## config.mk

```make
export PLATFORM = sky130hd
export DESIGN_NAME = rice_bit_packer_unit
export DESIGN_NICKNAME = d
export VERILOG_FILES = /design/src/sv/rbp_pkg.sv /design/src/sv/rbp_ctrl.sv /design/src/sv/rbp_datapath.sv /design/src/sv/rice_bit_packer_unit.sv
export SDC_FILE = /design/constraint.sdc
export NUM_CORES = 1
export LEC_CHECK = 0
export ABC_CLOCK_PERIOD_IN_PS = 6300
export BUFFER_PORTS_ARGS = -buffer_cell sky130_fd_sc_hd__buf_2
export CORE_AREA = 2 2 123 125
export CTS_CLUSTER_DIAMETER = 150
export CTS_CLUSTER_SIZE = 16
export DETAILED_ROUTE_END_ITERATION = 7
export DIE_AREA = 0 0 125 127
export GPL_TIMING_DRIVEN = 1
export SYNTH_ARGS = -nofsm -noshare
export SYNTH_HDL_FRONTEND = slang
export SYNTH_SLANG_ARGS = --single-unit
export TNS_END_PERCENT = 50
```

## constraint.sdc

```tcl
create_clock -name clk -period 6.3 [get_ports clk]
set_input_delay 0.315 -clock clk [delete_from_list [all_inputs] [get_ports clk]]
set_output_delay 0.315 -clock clk [all_outputs]
set_load 0.1 [all_outputs]
```

## src/sv/rbp_pkg.sv

```systemverilog
// ============================================================================
// Rice bit packer package
// Shared payload types, operation codes, state encoding and the command and
// status groups that join the controller to the datapath.
// ============================================================================
package rbp_pkg;

    // Largest unary run accepted by default.
    localparam int MAX_QUOTIENT_DEF = 255;

    // Operation codes carried in the func field.
    localparam logic [1:0] FUNC_ENCODE = 2'd0;
    localparam logic [1:0] FUNC_WORD   = 2'd1;
    localparam logic [1:0] FUNC_FLUSH  = 2'd2;

    typedef struct packed {
        logic [1:0]         func;
        logic signed [15:0] residual;
        logic [3:0]         rice_k;
        logic [15:0]        word_value;
    } item_t;

    typedef struct packed {
        logic [7:0] out_byte;
        logic       last;
        logic       error;
    } result_t;

    typedef enum logic [2:0] {
        ST_IDLE,
        ST_ENC,
        ST_WORD_PAD,
        ST_WORD_HI,
        ST_WORD_LO,
        ST_FLUSH,
        ST_ERR
    } state_t;

    // Source of a byte that is emitted outside of the encode walk.
    typedef enum logic [1:0] {
        SRC_FRAG,
        SRC_WORD_HI,
        SRC_WORD_LO,
        SRC_ZERO
    } emit_src_t;

    typedef struct packed {
        logic      load;
        logic      enc_step;
        logic      emit;
        emit_src_t emit_src;
        logic      emit_last;
        logic      emit_err;
        logic      clear_frag;
    } cmd_t;

    typedef struct packed {
        logic over_limit;
        logic frag_empty;
        logic step_complete;
        logic rem_zero;
        logic out_free;
    } sts_t;

endpackage

```

## src/sv/rbp_ctrl.sv

```systemverilog
// ============================================================================
// Rice bit packer controller
// Sequences one item at a time: encode walk, aligned word, flush and the
// quotient overflow report. Drives datapath commands from its status.
// ============================================================================
module rbp_ctrl (
    input  logic           clk,
    input  logic           rst_n,
    input  logic           item_valid,
    input  logic [1:0]     func,
    input  rbp_pkg::sts_t  sts,
    output logic           item_ready,
    output rbp_pkg::cmd_t  cmd
);
    import rbp_pkg::*;

    state_t state_reg;
    state_t state_next;
    logic   accept;

    assign accept = item_valid && (state_reg == ST_IDLE);

    always_ff @(posedge clk or negedge rst_n)
    begin
        if (!rst_n)
        begin
            state_reg <= ST_IDLE;
        end
        else
        begin
            state_reg <= state_next;
        end
    end

    always_comb
    begin
        state_next = state_reg;
        case (state_reg)
            ST_IDLE:
            begin
                if (accept)
                begin
                    if (func == FUNC_ENCODE)
                    begin
                        state_next = sts.over_limit ? ST_ERR : ST_ENC;
                    end
                    else if (func == FUNC_WORD)
                    begin
                        state_next = ST_WORD_PAD;
                    end
                    else if (func == FUNC_FLUSH && !sts.frag_empty)
                    begin
                        state_next = ST_FLUSH;
                    end
                end
            end
            ST_ENC:
            begin
                if ((!sts.step_complete || sts.out_free) && sts.rem_zero)
                begin
                    state_next = ST_IDLE;
                end
            end
            ST_WORD_PAD:
            begin
                if (sts.out_free)
                begin
                    state_next = ST_WORD_HI;
                end
            end
            ST_WORD_HI:
            begin
                if (sts.out_free)
                begin
                    state_next = ST_WORD_LO;
                end
            end
            ST_WORD_LO, ST_FLUSH, ST_ERR:
            begin
                if (sts.out_free)
                begin
                    state_next = ST_IDLE;
                end
            end
            default:
            begin
                state_next = ST_IDLE;
            end
        endcase
    end

    always_comb
    begin
        item_ready     = (state_reg == ST_IDLE);
        cmd            = '0;
        cmd.emit_src   = SRC_FRAG;
        cmd.load       = accept;
        case (state_reg)
            ST_ENC:
            begin
                cmd.enc_step = !sts.step_complete || sts.out_free;
            end
            ST_WORD_PAD:
            begin
                cmd.emit       = sts.out_free;
                cmd.emit_src   = SRC_FRAG;
                cmd.clear_frag = sts.out_free;
            end
            ST_WORD_HI:
            begin
                cmd.emit     = sts.out_free;
                cmd.emit_src = SRC_WORD_HI;
            end
            ST_WORD_LO:
            begin
                cmd.emit      = sts.out_free;
                cmd.emit_src  = SRC_WORD_LO;
                cmd.emit_last = 1'b1;
            end
            ST_FLUSH:
            begin
                cmd.emit       = sts.out_free;
                cmd.emit_src   = SRC_FRAG;
                cmd.emit_last  = 1'b1;
                cmd.clear_frag = sts.out_free;
            end
            ST_ERR:
            begin
                cmd.emit      = sts.out_free;
                cmd.emit_src  = SRC_ZERO;
                cmd.emit_last = 1'b1;
                cmd.emit_err  = 1'b1;
            end
            default:
            begin
                cmd.enc_step = 1'b0;
            end
        endcase
    end

endmodule

```

## src/sv/rbp_datapath.sv

```systemverilog
// ============================================================================
// Rice bit packer datapath
// Holds the partial byte, the pending zero run and remainder bits, and the
// output register. One encode step fills the partial byte as far as it goes.
// ============================================================================
module rbp_datapath #(
    parameter int MAX_QUOTIENT = rbp_pkg::MAX_QUOTIENT_DEF
) (
    input  logic             clk,
    input  logic             rst_n,
    input  rbp_pkg::item_t   item,
    input  rbp_pkg::cmd_t    cmd,
    output rbp_pkg::sts_t    sts,
    output logic             result_valid,
    input  logic             result_ready,
    output rbp_pkg::result_t result
);
    import rbp_pkg::*;

    localparam int QB = $clog2(MAX_QUOTIENT + 1);
    localparam int QW = (QB > 4) ? QB : 4;
    localparam int RW = $clog2(MAX_QUOTIENT + 18);

    logic [7:0]    frag_reg, frag_next;
    logic [2:0]    fill_reg, fill_next;
    logic [QW-1:0] zrem_reg, zrem_next;
    logic [15:0]   tail_reg, tail_next;
    logic [4:0]    tlen_reg, tlen_next;
    logic [15:0]   word_reg;
    logic          result_valid_reg, result_valid_next;
    result_t       result_reg, result_next;

    // Operand decode of the incoming item.
    logic [15:0]   zz;
    logic [15:0]   qq;
    logic [15:0]   zmask;

    // Encode step.
    logic [3:0]    space;
    logic          zeros_full;
    logic [2:0]    zl;
    logic [3:0]    avail;
    logic [4:0]    take;
    logic [2:0]    pos;
    logic [23:0]   shifted;
    logic [3:0]    total;
    logic [7:0]    step_byte;
    logic          step_complete;
    logic [QW-1:0] zrem_step;
    logic [15:0]   tail_step;
    logic [4:0]    tlen_step;
    logic [2:0]    fill_step;
    logic [RW-1:0] rem_after;
    logic          enc_last;
    logic          out_free;
    logic          out_load;

    always_comb
    begin
        zz    = {item.residual[14:0], 1'b0} ^ {16{item.residual[15]}};
        qq    = zz >> item.rice_k;
        zmask = zz & ~(16'hffff << item.rice_k);
    end

    always_comb
    begin
        space      = 4'd8 - {1'b0, fill_reg};
        zeros_full = (zrem_reg >= QW'(space));
        zl         = zrem_reg[2:0];
        avail      = space - {1'b0, zl};
        take       = ({1'b0, avail} < tlen_reg) ? {1'b0, avail} : tlen_reg;
        pos        = fill_reg + zl;
        shifted    = {8'd0, tail_reg} << pos;
        total      = {1'b0, pos} + take[3:0];
        if (zeros_full)
        begin
            step_byte     = frag_reg;
            step_complete = 1'b1;
            zrem_step     = zrem_reg - QW'(space);
            tail_step     = tail_reg;
            tlen_step     = tlen_reg;
            fill_step     = 3'd0;
        end
        else
        begin
            step_byte     = frag_reg | shifted[7:0];
            step_complete = total[3];
            zrem_step     = '0;
            tail_step     = tail_reg >> take;
            tlen_step     = tlen_reg - take;
            fill_step     = total[2:0];
        end
        rem_after = RW'(zrem_step) + RW'(tlen_step);
        enc_last  = (rem_after < RW'(8));
    end

    assign out_free = !result_valid_reg || result_ready;
    assign out_load = cmd.emit || (cmd.enc_step && step_complete);

    always_comb
    begin
        frag_next = frag_reg;
        fill_next = fill_reg;
        zrem_next = zrem_reg;
        tail_next = tail_reg;
        tlen_next = tlen_reg;
        if (cmd.load)
        begin
            zrem_next = qq[QW-1:0];
            tail_next = {zmask[14:0], 1'b1};
            tlen_next = {1'b0, item.rice_k} + 5'd1;
        end
        else if (cmd.enc_step)
        begin
            zrem_next = zrem_step;
            tail_next = tail_step;
            tlen_next = tlen_step;
            frag_next = step_complete ? 8'd0 : step_byte;
            fill_next = step_complete ? 3'd0 : fill_step;
        end
        if (cmd.clear_frag)
        begin
            frag_next = 8'd0;
            fill_next = 3'd0;
        end
    end

    always_comb
    begin
        result_next = result_reg;
        if (cmd.enc_step)
        begin
            result_next.out_byte = step_byte;
            result_next.last     = enc_last;
            result_next.error    = 1'b0;
        end
        else
        begin
            case (cmd.emit_src)
                SRC_FRAG:    result_next.out_byte = frag_reg;
                SRC_WORD_HI: result_next.out_byte = word_reg[15:8];
                SRC_WORD_LO: result_next.out_byte = word_reg[7:0];
                SRC_ZERO:    result_next.out_byte = 8'd0;
                default:     result_next.out_byte = 8'd0;
            endcase
            result_next.last  = cmd.emit_last;
            result_next.error = cmd.emit_err;
        end
        if (out_load)
        begin
            result_valid_next = 1'b1;
        end
        else
        begin
            result_valid_next = result_valid_reg && !result_ready;
        end
    end

    always_ff @(posedge clk or negedge rst_n)
    begin
        if (!rst_n)
        begin
            frag_reg         <= 8'd0;
            fill_reg         <= 3'd0;
            result_valid_reg <= 1'b0;
        end
        else
        begin
            frag_reg         <= frag_next;
            fill_reg         <= fill_next;
            result_valid_reg <= result_valid_next;
        end
    end

    always_ff @(posedge clk)
    begin
        zrem_reg <= zrem_next;
        tail_reg <= tail_next;
        tlen_reg <= tlen_next;
        if (cmd.load)
        begin
            word_reg <= item.word_value;
        end
        if (out_load)
        begin
            result_reg <= result_next;
        end
    end

    always_comb
    begin
        sts.over_limit    = (qq > 16'(MAX_QUOTIENT));
        sts.frag_empty    = (fill_reg == 3'd0);
        sts.step_complete = step_complete;
        sts.rem_zero      = (rem_after == '0);
        sts.out_free      = out_free;
    end

    assign result_valid = result_valid_reg;
    assign result       = result_reg;

endmodule

```

## src/sv/rice_bit_packer_unit.sv

```systemverilog
// ============================================================================
// Rice bit packer unit
// Rice encoder that packs code bits LSB first into bytes, with aligned word
// insertion and a flush of the partial byte.
// ============================================================================
// Usage: items arrive on item_valid/item_ready with the item struct; each
// output byte leaves as one beat on result_valid/result_ready, and the last
// beat caused by an item carries last. An encode item writes its unary zero
// run, a one and rice_k remainder bits; a word item pads to a byte boundary
// (a whole zero byte if already aligned) and sends two big endian bytes; a
// flush item sends the partial byte if there is one. A quotient above
// MAX_QUOTIENT gives a single beat with error set and leaves the state alone.
// Timing: the block takes one item at a time. Beats are registered: each is
// loaded into the output register from a controller state entered after the
// item's acceptance. An encode item occupies the controller for acceptance
// and then one datapath step after another, where a step completes one byte
// or absorbs the tail into the partial byte. A word item walks the pad,
// high and low byte states, a flush or an error report one state, and a
// flush with nothing to send or the unused code never leaves idle. The next
// item is accepted while the final beat of the previous one still waits in
// the output register. When the receiver stalls, the output register holds
// its beat and the controller waits. Reset clears the partial byte, the
// controller and the output valid flag.
// ============================================================================
module rice_bit_packer_unit #(
    parameter int MAX_QUOTIENT = rbp_pkg::MAX_QUOTIENT_DEF
) (
    input  logic             clk,
    input  logic             rst_n,
    input  logic             item_valid,
    output logic             item_ready,
    input  rbp_pkg::item_t   item,
    output logic             result_valid,
    input  logic             result_ready,
    output rbp_pkg::result_t result
);
    import rbp_pkg::*;

    cmd_t cmd;
    sts_t sts;

    // Controller: one state machine that walks each item through its beats.
    rbp_ctrl u_ctrl (
        .clk        (clk),
        .rst_n      (rst_n),
        .item_valid (item_valid),
        .func       (item.func),
        .sts        (sts),
        .item_ready (item_ready),
        .cmd        (cmd)
    );

    // Datapath: bit packing state, operand registers and output register.
    rbp_datapath #(
        .MAX_QUOTIENT (MAX_QUOTIENT)
    ) u_datapath (
        .clk          (clk),
        .rst_n        (rst_n),
        .item         (item),
        .cmd          (cmd),
        .sts          (sts),
        .result_valid (result_valid),
        .result_ready (result_ready),
        .result       (result)
    );

    // An error beat is always the only and final beat of its item, and zero.
    a_err_last: assert property (@(posedge clk) disable iff (!rst_n)
        result_valid && result.error |-> result.last && (result.out_byte == 8'd0))
        else $error("error beat without last or with nonzero byte");

    // A word item always keeps the controller busy after acceptance.
    a_word_busy: assert property (@(posedge clk) disable iff (!rst_n)
        item_valid && item_ready && (item.func == FUNC_WORD) |=> !item_ready)
        else $error("word item did not occupy the controller");

    // An oversized quotient must lead to the error report state.
    a_over_busy: assert property (@(posedge clk) disable iff (!rst_n)
        item_valid && item_ready && (item.func == FUNC_ENCODE) && sts.over_limit
        |=> !item_ready)
        else $error("quotient overflow was not reported");

endmodule
```

==> results of run 1 <==
-- cell families after synthesis --
group | count (synthesis) | share of synthesized area [%]
fa+ha+maj | 32 | 6.66
flops | 70 | 31.2
xor+xnor | 44 | 5.97
buf+inv | 79 | 5.08
simple gates | 222 | 16.4
mux | 61 | 11.1
compound gates | 229 | 23.6
-- cell type report --
type / instances / area share [%]
Multi-Input combinational cell: 588 / 57.5
Sequential cell: 70 / 28.0
Timing Repair Buffer: 70 / 5.49
Clock buffer: 12 / 3.43
Tap cell: 184 / 3.20
Inverter: 32 / 1.67
Clock inverter: 4 / 0.661
-- worst paths after layout --
kind	startpoint	end	slack, ns	cells after the start
min	item[5]	u_datapath.word_reg[5]	0.14	1
min in group asynchronous	rst_n	u_datapath.frag_reg[1]	0.42	2
max	u_datapath.fill_reg[1]	u_datapath.result[1]	0.48	28
max in group asynchronous	rst_n	u_datapath.fill_reg[2]	5.61	2
max reg2reg	u_datapath.fill_reg[1]	u_datapath.result[1]	0.48	28
min reg2reg	u_datapath.tail_reg[0]	u_datapath.tail_reg[0]	0.55	2
-- through the flow --
| step | std cells | hold WS (ns) |
|---|---|---|
| 6_report | 960 | 0.143 |
| 5_1_grt | 960 | 0.131 |
| 4_1_cts | 958 | 0.132 |
| 3_5_place_dp | 941 | 0.251 |
| 3_3_place_gp | 941 | 0.253 |
| 2_1_floorplan | 737 | 0.0194 |
-- metal layers --
metal  vias up  GRT usage (%)  share of wire, %
met4         0           6.99               2.1
li1       2834              -                 -
met3        38           4.36               6.1
met2       229           39.6                47
met1      2887           33.4                45
met5         -              0                 0
-- synth_stat cells (4+ instances only) --
master    instances
nand2_1          89
edfxtp_1         54
o21ai_0          50
a21oi_1          46
nor2_1           42
clkbuf_1         35
mux2i_1          33
xnor2_1          32
a211oi_1         28
ha_1             28
inv_1            27
nand3_1          23
mux2_2           21
dfrtp_1          15
nor3_1           15
a31oi_1          13
xor2_1           12
a22oi_1          11
and3_1           11
o31ai_1          10
nor2b_1           9
a311oi_1          8
o22ai_1           7
a21o_1            6
mux4_2            6
nand4_1           6
o21a_1            6
o32ai_1           5
a211o_1           4
and2_1            4
buf_1             4
buf_2             4
clkinv_1          4
fa_1              4
nand2b_1          4
o211ai_1          4
-- worst max-delay path, delay by kind of cell (launching register included) --
family	cells	cell delay [ns]
compound gates	10	1.83
fa+ha+maj	7	1.75
simple gates	5	0.73
flops	1	0.40
buf+inv	4	0.39
mux	1	0.35
xor+xnor	1	0.16
-- what timing repair did --
action	4_1_cts	5_1_grt
gates resized for setup	0	7
hold buffers	1	0
setup buffers	0	2
endpoints found under the setup margin	0	13
endpoints found under the hold margin	15	0
==> results_dict.tcl, run 1 <==
set metrics [dict create \
    status "completed" \
    synth_area_per_cell_um2 8.76 \
    slew_violations 0 \
    antenna_cells 0 \
    via_per_inst 6.24 \
    netlist_area_mm2 0.00646 \
    hold_class "primary input to flip-flop" \
    start_kind "flip-flop" \
    dr.first_iter.drc_count 569 \
    cts_buffers 9 \
    cp_data_required_time_ns 6.46 \
    setup_tns_ns 0 \
    rows 44 \
    place_hpwl_mm 14.1 \
    dieWidth_um 125 \
    place_worst_setup_slack_ns 0.141 \
    dpl-instance-area_mm2 0.00685 \
    grt.overflow.total 0 \
    grt_max_degree 31 \
    netlist_top_cells_area "edfxtp_1 (25%), dfrtp_1 (5.8%), ha_1 (5.4%)" \
    n_fill_cell 1353 \
    cp_common_cell "ha_1" \
    final_area_mm2 0.00720 \
    io_pins 54 \
    htree_levels 3 \
    setup.worst_path.end_class "flip-flop" \
    ant_nets 0 \
    async_flop_share_pct 21.4 \
    max_clock_freq_mhz 172 \
    clk_pin_slew_ns 0.06 \
    cap_violations 0 \
    period_share_pct 92.4 \
    port_buffers 53 \
    drc_errors 0 \
    yosys_warnings 0 \
    netlist_instances 737 \
    post-route-util_pct 49.9 \
    syn-num-nets 811 \
    syn_to_final_growth_pct 11.4 \
    period_needed_ns 5.82 \
    finalHoldViolCount 0 \
    wire_per_inst_um 20.1 \
    cts.path.max_buffers 2 \
    track_usage_pct 24.3 \
    synth.top_cell.area_share_pct 25.1 \
    crit_arrival_ns 5.98 \
    clock-sinks 70 \
    synth_edf_count 54 \
    setup_ws_ns 0.478 \
    critPathKind "flip-flop to flip-flop" \
    synth_top_cell_by_area "edfxtp_1" \
    cts_tree "built" \
    critPathSlowestCell "dfrtp_1" \
    gp_congestion 0.940 \
    antenna_found_initial 0 \
    clock-root-buffer "clkbuf_16" \
    drt-total-wl_mm 19.3 \
    grt_first_pass_wirelength_mm 31.0 \
    final_cell_mix "nand2_1 (89), edfxtp_1 (54), buf_2 (53), o21ai_0 (50), a21oi_1 (45)" \
    final_common_cell "nand2_1" \
    grt_pass1_vias 5764 \
    seq_area_mm2 0.00202 \
    vias 5988 \
    finClkSkew_ns 0.00983 \
    dieArea_mm2 0.0159 \
    yosys.cell_types.count 76 \
    multi_input_area_mm2 0.00414 \
    setup_violations 0 \
    core_mm2 0.0144 \
    synth-seq-area-share_pct 31.2 \
    dr.pass1.iters 5 \
    initial_utilization_pct 44.8 \
    max_stage_delay_ns 0.40 \
    synth-seq-cells 70 \
    die_y_um 127 \
    rsz0062_at_grt "no" \
    ys_dominant_reg_cell "edfxtp_1" \
    worstMarginPinSlew_ns 1.19 \
    slew_headroom_pct 20.4 \
    critPathMaxFanout 9 \
    drive_gt1_share_pct 16.2 \
    final_nets 845 \
    clk_latency_ns 0.35 \
]
Power of run 1 is not shown: default switching activity piles up to over one toggle a cycle in this logic, so the estimate is an artifact.
==> inputs of run 2 (changes only) <==
--- a/config.mk
+++ b/config.mk
@@ -7,13 +7,15 @@
 export LEC_CHECK = 0
 export ABC_CLOCK_PERIOD_IN_PS = 6300
 export BUFFER_PORTS_ARGS = -buffer_cell sky130_fd_sc_hd__buf_2
-export CORE_AREA = 2 2 123 125
+export CORE_AREA = 2 2 122 124
+export CTS_BUF_LIST = sky130_fd_sc_hd__clkbuf_8
 export CTS_CLUSTER_DIAMETER = 150
 export CTS_CLUSTER_SIZE = 16
 export DETAILED_ROUTE_END_ITERATION = 7
-export DIE_AREA = 0 0 125 127
+export DIE_AREA = 0 0 124 126
 export GPL_TIMING_DRIVEN = 1
 export SYNTH_ARGS = -nofsm -noshare
 export SYNTH_HDL_FRONTEND = slang
+export SYNTH_HIERARCHICAL = 1
 export SYNTH_SLANG_ARGS = --single-unit
 export TNS_END_PERCENT = 50
==> run 2 against run 1 <==
Register-to-register slack got worse by 0.15 ns. Via count decreased by 8.2%. Critical path depth increased by 3. Final cell count decreased by 4.1%. Die area decreased by 1.6%. Maximum frequency decreased by 2.6%. Setup slack got worse by 0.15 ns. First-iteration DRC count decreased by 23%. Core utilization decreased by 0.80 points. Clock skew increased by 0.0019 ns. Critical path type unchanged. Highest routed layer unchanged.
==> results_dict.tcl, run 2 <==
set metrics [dict create \
    netlist_area_mm2 0.00629 \
    cp_top_family "compound AO/OA/AOI/OAI gates" \
    r2r_start "u_datapath/fill_reg[0]" \
    vias 5496 \
    hold_path_end "u_datapath/word_reg[3]" \
    synth_area_per_cell_um2 9.07 \
    wire_per_inst_um 18.5 \
    max_clock_freq_mhz 167 \
    netlist_instances 694 \
    yosys_warnings 6 \
    r2r.worst_path.cells 31 \
    status "completed" \
    grt.overflow.total 0 \
    max_stage_delay_ns 0.41 \
    async_flop_share_pct 21.4 \
    htree_levels 3 \
    synth-seq-area-share_pct 32.0 \
    ys_dominant_reg_cell "edfxtp_1" \
    hold_class "primary input to flip-flop" \
    setup_violations 0 \
    synth-seq-cells 70 \
    drt-total-wl_mm 17.0 \
    cp_data_required_time_ns 6.57 \
    clk_pin_slew_ns 0.08 \
    die_y_um 126 \
    worst-path-buf-inv 3 \
    n_fill_cell 1379 \
    synth_edf_count 54 \
    dieArea_mm2 0.0156 \
    synth.top_cell.area_share_pct 25.8 \
    drive_gt1_share_pct 19.3 \
    start_kind "flip-flop" \
    worstMarginPinSlew_ns 1.17 \
    hold_path.startpoint "item[3]" \
    netlist_top_cells_area "edfxtp_1 (26%), mux2i_1 (7.6%), dfrtp_1 (6.0%)" \
    synthTopCellsByCount "nor2_1 (72), a21oi_1 (63), edfxtp_1 (54), mux2i_1 (48), nand2_1 (42)" \
    gp_congestion 0.886 \
    grt_max_degree 42 \
    core_mm2 0.0143 \
    io_pins 54 \
    cts.path.max_buffers 2 \
    final_cell_mix "nor2_1 (70), a21oi_1 (62), edfxtp_1 (54), buf_2 (53), mux2i_1 (48)" \
    period_share_pct 94.9 \
    drc_errors 0 \
    hold_depth 1 \
    cts_tree "built" \
    place_hpwl_mm 12.8 \
    setup.worst_path.end_class "flip-flop" \
    final_nets 806 \
    critPathMaxFanout 10 \
    ant_nets 0 \
    grt_first_pass_wirelength_mm 27.5 \
    clk_latency_ns 0.38 \
    finalHoldViolCount 0 \
    track_usage_pct 22.6 \
    antenna_cells 0 \
    critPathSlowestCell "dfrtp_1" \
    synth.most_common_cell "nor2_1" \
    clock-root-buffer "clkbuf_8" \
    via_per_inst 5.97 \
    hold_slack_ns 0.108 \
    cts_buffers 9 \
    slew_headroom_pct 22.1 \
    critPathKind "flip-flop to flip-flop" \
    clock-sinks 70 \
    synth_top_cell_by_area "edfxtp_1" \
    syn-num-nets 768 \
    dieWidth_um 124 \
    syn_to_final_growth_pct 11.6 \
    dr.pass1.iters 5 \
    finClkSkew_ns 0.0117 \
    worstReg2RegEnd "u_ctrl/state_reg[0]" \
    initial_utilization_pct 44.0 \
    yosys.cell_types.count 76 \
    crit_arrival_ns 6.24 \
    rows 44 \
    port_buffers 53 \
    slew_violations 0 \
    cap_violations 0 \
    dr.first_iter.drc_count 436 \
    final_common_cell "nor2_1" \
    rrSetupSlack_ns 0.32 \
    period_needed_ns 5.98 \
    grt_pass1_vias 5279 \
    antenna_found_initial 0 \
]
-- run 2: cell types whose count changed after synthesis, sizes merged, moves of 7 or more --
cell    before  now
mux2        22   10
mux2i       33   48
o21ai       54   40
nand2       89   45
inv         28   35
a21oi       47   63
a22oi       11    1
and3        11    3
clkbuf      35   25
nor2        43   73
nand3       23   16
buf         12   21
-- run 2: kinds of logic (layout without fill, tap and decap cells) --
kind of cell / Yosys count / after routing / share of synthesized area [%]
AO/OA/AOI/OAI: 210 / 210 / 23.7
XOR/XNOR: 42 / 42 / 6.14
adder cells (fa/ha/maj): 32 / 32 / 6.84
buffers and inverters: 84 / 127 / 5.86
flip-flops: 70 / 70 / 32.0
multiplexers: 63 / 63 / 11.2
AND/OR/NAND/NOR: 193 / 193 / 14.3
-- run 2: how the worst max path moves through the flow --
stage / from / end / slack [ns] / cells past startpoint
6_report: u_datapath/fill_reg[0] / u_ctrl/state_reg[0] / 0.32 / 31
2_1_floorplan: u_datapath/fill_reg[0] / u_datapath/tail_reg[10] / 0.12 / 26
3_3_place_gp: u_datapath/fill_reg[0] / u_ctrl/state_reg[0] / 0.16 / 31
3_5_place_dp: u_datapath/fill_reg[0] / u_ctrl/state_reg[0] / -0.17 / 31
4_1_cts: u_datapath/fill_reg[0] / u_ctrl/state_reg[0] / 0.01 / 31
5_1_grt: u_datapath/fill_reg[0] / u_ctrl/state_reg[0] / -0.05 / 28
-- run 2: metal layers --
| layer | vias to the layer above | track usage (%) | wire (um) |
|---|---|---|---|
| li1 | 2636 | - | - |
| met1 | 2695 | 32.3 | 7860 |
| met5 | - | 0 | 0 |
| met4 | 0 | 6.87 | 330 |
| met2 | 145 | 35.1 | 8090 |
| met3 | 20 | 3.76 | 759 |
-- run 2: cell type report --
class	instances	area, um2	share of cell area [%]
Tap cell	184	230	3.28
Sequential cell	70	2020	28.7
Timing Repair Buffer	73	418	5.95
Clock inverter	7	73.8	1.05
Multi-Input combinational cell	540	4020	57.2
Inverter	38	145	2.07
Clock buffer	9	124	1.76
-- run 2: timing repair --
action	CTS	global route
gates resized for setup	3	15
hold buffers	1	0
buffers inserted	0	7
gates cloned	0	0
hold endpoints to repair	15	0
endpoints found under the setup margin	2	66
pin swaps	0	8
-- run 2: through the flow --
stage / instances / setup WS [ns] / setup TNS, ns / util [%] / instance area, um2
4_1_cts: 914 / 0.0143 / 0 / 48.1 / 6880
2_1_floorplan: 694 / 0.116 / 0 / - / 6290
5_1_grt: 921 / -0.0521 / -0.0750 / 49.1 / 7030
3_5_place_dp: 897 / -0.173 / -0.310 / 46.6 / 6660
3_3_place_gp: 897 / 0.157 / 0 / 46.6 / 6660
6_report: 921 / 0.324 / 0 / 49.1 / 7030
Power of run 2 is left out for the same reason.
==> inputs of run 3 (changes only) <==
--- a/config.mk
+++ b/config.mk
@@ -5,14 +5,15 @@
 export SDC_FILE = /design/constraint.sdc
 export NUM_CORES = 1
 export LEC_CHECK = 0
+export ABC_AREA = 1
 export ABC_CLOCK_PERIOD_IN_PS = 6300
 export BUFFER_PORTS_ARGS = -buffer_cell sky130_fd_sc_hd__buf_2
-export CORE_AREA = 2 2 122 124
+export CORE_AREA = 2 2 120 122
 export CTS_BUF_LIST = sky130_fd_sc_hd__clkbuf_8
 export CTS_CLUSTER_DIAMETER = 150
 export CTS_CLUSTER_SIZE = 16
 export DETAILED_ROUTE_END_ITERATION = 7
-export DIE_AREA = 0 0 124 126
+export DIE_AREA = 0 0 122 124
 export GPL_TIMING_DRIVEN = 1
 export SYNTH_ARGS = -nofsm -noshare
 export SYNTH_HDL_FRONTEND = slang
==> run 3 against run 2 <==
Non-clock buffer count shrank 12. Register-to-register slack gained 0.24 ns. Critical path depth grew 8. Sequential share of layout area grew 1.4 points. Highest routed layer unchanged. First-iteration DRC count shrank 24%. Area after synthesis shrank 2.6%.
==> results_dict.tcl, run 3 <==
set metrics [dict create \
    r2r.worst_path.cells 39 \
    clock-root-buffer "clkbuf_8" \
    worstReg2RegEnd "u_ctrl/state_reg[0]" \
    final_cell_mix "nand2_1 (291), inv_1 (88), o21ai_0 (66), nor2_1 (61)" \
    via_per_inst 5.23 \
    dr.first_iter.drc_count 332 \
    muxShareOfSynthArea_pct 0.327 \
    gp_congestion 0.940 \
    rrSetupSlack_ns 0.57 \
    crit_path_end "u_ctrl/state_reg[0]" \
    clock-sinks 70 \
    netlist_instances 872 \
    synth-seq-cells 70 \
    vias 5739 \
    syn-num-nets 946 \
    final_common_cell "nand2_1" \
    track_usage_pct 21.5 \
    hold_class "primary input to flip-flop" \
    hold_path.startpoint "item[3]" \
    dieWidth_um 122 \
    status "completed" \
    synth_area_per_cell_um2 7.03 \
    drc_errors 0 \
    wire_per_inst_um 14.2 \
    ys_dominant_reg_cell "edfxtp_1" \
    antenna_found_initial 0 \
    setup.worst_path.end_class "flip-flop" \
    antenna_cells 0 \
    slew_violations 0 \
    cp_data_required_time_ns 6.56 \
    n_fill_cell 1423 \
    dr.pass1.iters 5 \
    grt.overflow.total 0 \
    yosys.cell_types.count 50 \
    netlist_area_mm2 0.00613 \
    period_needed_ns 5.73 \
    htree_levels 3 \
    synth_edf_count 54 \
    dpl-instance-area_mm2 0.00647 \
    cts.path.max_buffers 2 \
    max_stage_delay_ns 0.39 \
    ant_nets 0 \
    critPathKind "flip-flop to flip-flop" \
    place_worst_setup_slack_ns 0.560 \
    cap_violations 0 \
    crit_arrival_ns 6.00 \
    synth_fa_ha_area_share_pct 7.02 \
    syn_to_final_growth_pct 9.17 \
    synth_xor_area_share_pct 3.29 \
    io_pins 54 \
    cts_tree "built" \
    rsz0062_at_grt "no" \
    final_area_mm2 0.00669 \
    synth.most_common_cell "nand2_1" \
    synth_top_family_by_area "simple AND/OR/NAND/NOR gates" \
    critPathMaxFanout 25 \
    core_mm2 0.0137 \
    die_y_um 124 \
    setup_violations 0 \
    max_clock_freq_mhz 174 \
    rows 43 \
    finalHoldViolCount 0 \
    yosys.area_share.simple_pct 32.8 \
    synth_top_cell_by_area "edfxtp_1" \
    critPathSlowestCell "dfrtp_1" \
    async_flop_share_pct 21.4 \
    yosys_warnings 6 \
    finClkSkew_ns 0.0114 \
    netlist_top_cells_area "edfxtp_1 (26%), nand2_1 (18%), dfrtp_1 (6.1%)" \
    setup_ws_ns 0.567 \
    synth_compound_area_share_pct 14.5 \
    dieArea_mm2 0.0151 \
    place_hpwl_mm 12.1 \
    drt-total-wl_mm 15.6 \
    final_nets 986 \
    start_kind "flip-flop" \
    synth.top_cell.area_share_pct 26.5 \
    drive_gt1_share_pct 13.6 \
    cts_buffers 9 \
    worstMarginPinSlew_ns 0.637 \
    clk_latency_ns 0.37 \
    grt_pass1_vias 5219 \
    cp_common_cell "nand2_1" \
    setup_tns_ns 0 \
    clk_pin_slew_ns 0.08 \
    grt_first_pass_wirelength_mm 25.4 \
    startpoint "u_datapath/fill_reg[0]" \
    synthTopCellsByCount "nand2_1 (291), inv_1 (87), o21ai_0 (66), nor2_1 (61)" \
    synth-seq-area-share_pct 32.9 \
    initial_utilization_pct 44.7 \
    grt_max_degree 31 \
    port_buffers 53 \
    period_share_pct 91.0 \
    r2r_start "u_datapath/fill_reg[0]" \
    slew_headroom_pct 57.4 \
]
run 3: per-layer routing:
metal,GRT usage [%],routed length [um],part of all wire [%],vias up
li1,-,-,-,2976
met4,6.39,252,1.6,0
met2,35.4,7140,46,167
met5,0,0,0,-
met1,29.0,7410,47,2577
met3,3.57,828,5.3,19
run 3: what timing repair did:
item / 4_1_cts / 5_1_grt
hold buffers: 1 / 0
resized for setup: 0 / 3
setup endpoints to repair: 0 / 2
setup buffers: 0 / 0
hold endpoints to repair: 15 / 0
run 3: stage by stage:
| stage | utilization [%] | std cells | hold WS [ns] |
|---|---|---|---|
| after CTS | 48.7 | 1097 | 0.0965 |
| after global routing | 48.8 | 1097 | 0.0966 |
| after floorplan | - | 872 | 0.0194 |
| after global placement | 47.2 | 1080 | 0.253 |
| after detailed placement | 47.2 | 1080 | 0.254 |
| final | 48.8 | 1097 | 0.112 |
run 3: worst max-delay path: cells and delay by family (launching register included):
kind,cells,cell delay (ns)
buf+inv,6,0.44
flops,1,0.39
simple gates,19,2.01
compound gates,7,0.97
fa+ha+maj,7,1.81
run 3: logic make-up after synthesis:
logic type | after synthesis
adder cells (fa/ha/maj) | 32
AND/OR/NAND/NOR | 466
flip-flops | 70
AO/OA/AOI/OAI | 151
buffers and inverters | 128
multiplexers | 2
XOR/XNOR | 23
run 3: area by class of cell:
| type | count | area (um2) | area share (%) |
|---|---|---|---|
| clock inverter | 7 | 73.8 | 1.10 |
| tap | 180 | 225 | 3.37 |
| inverter | 96 | 363 | 5.42 |
| multi-input combinational | 674 | 3560 | 53.2 |
| timing repair buffer | 61 | 328 | 4.90 |
| sequential | 70 | 2020 | 30.1 |
| clock buffer | 9 | 124 | 1.85 |
run 3: how the worst min path moves through the flow:
stage                        endpoint  slack, ns  cells after the start
3_5_place_dp      u_ctrl/state_reg[1]       0.25                      1
5_1_grt        u_datapath/word_reg[1]        0.1                      1
3_3_place_gp      u_ctrl/state_reg[1]       0.25                      1
2_1_floorplan     u_ctrl/state_reg[0]       0.02                      0
6_report       u_datapath/word_reg[3]       0.11                      1
4_1_cts        u_datapath/word_reg[1]        0.1                      1
Power of run 3 is left out for the same reason.
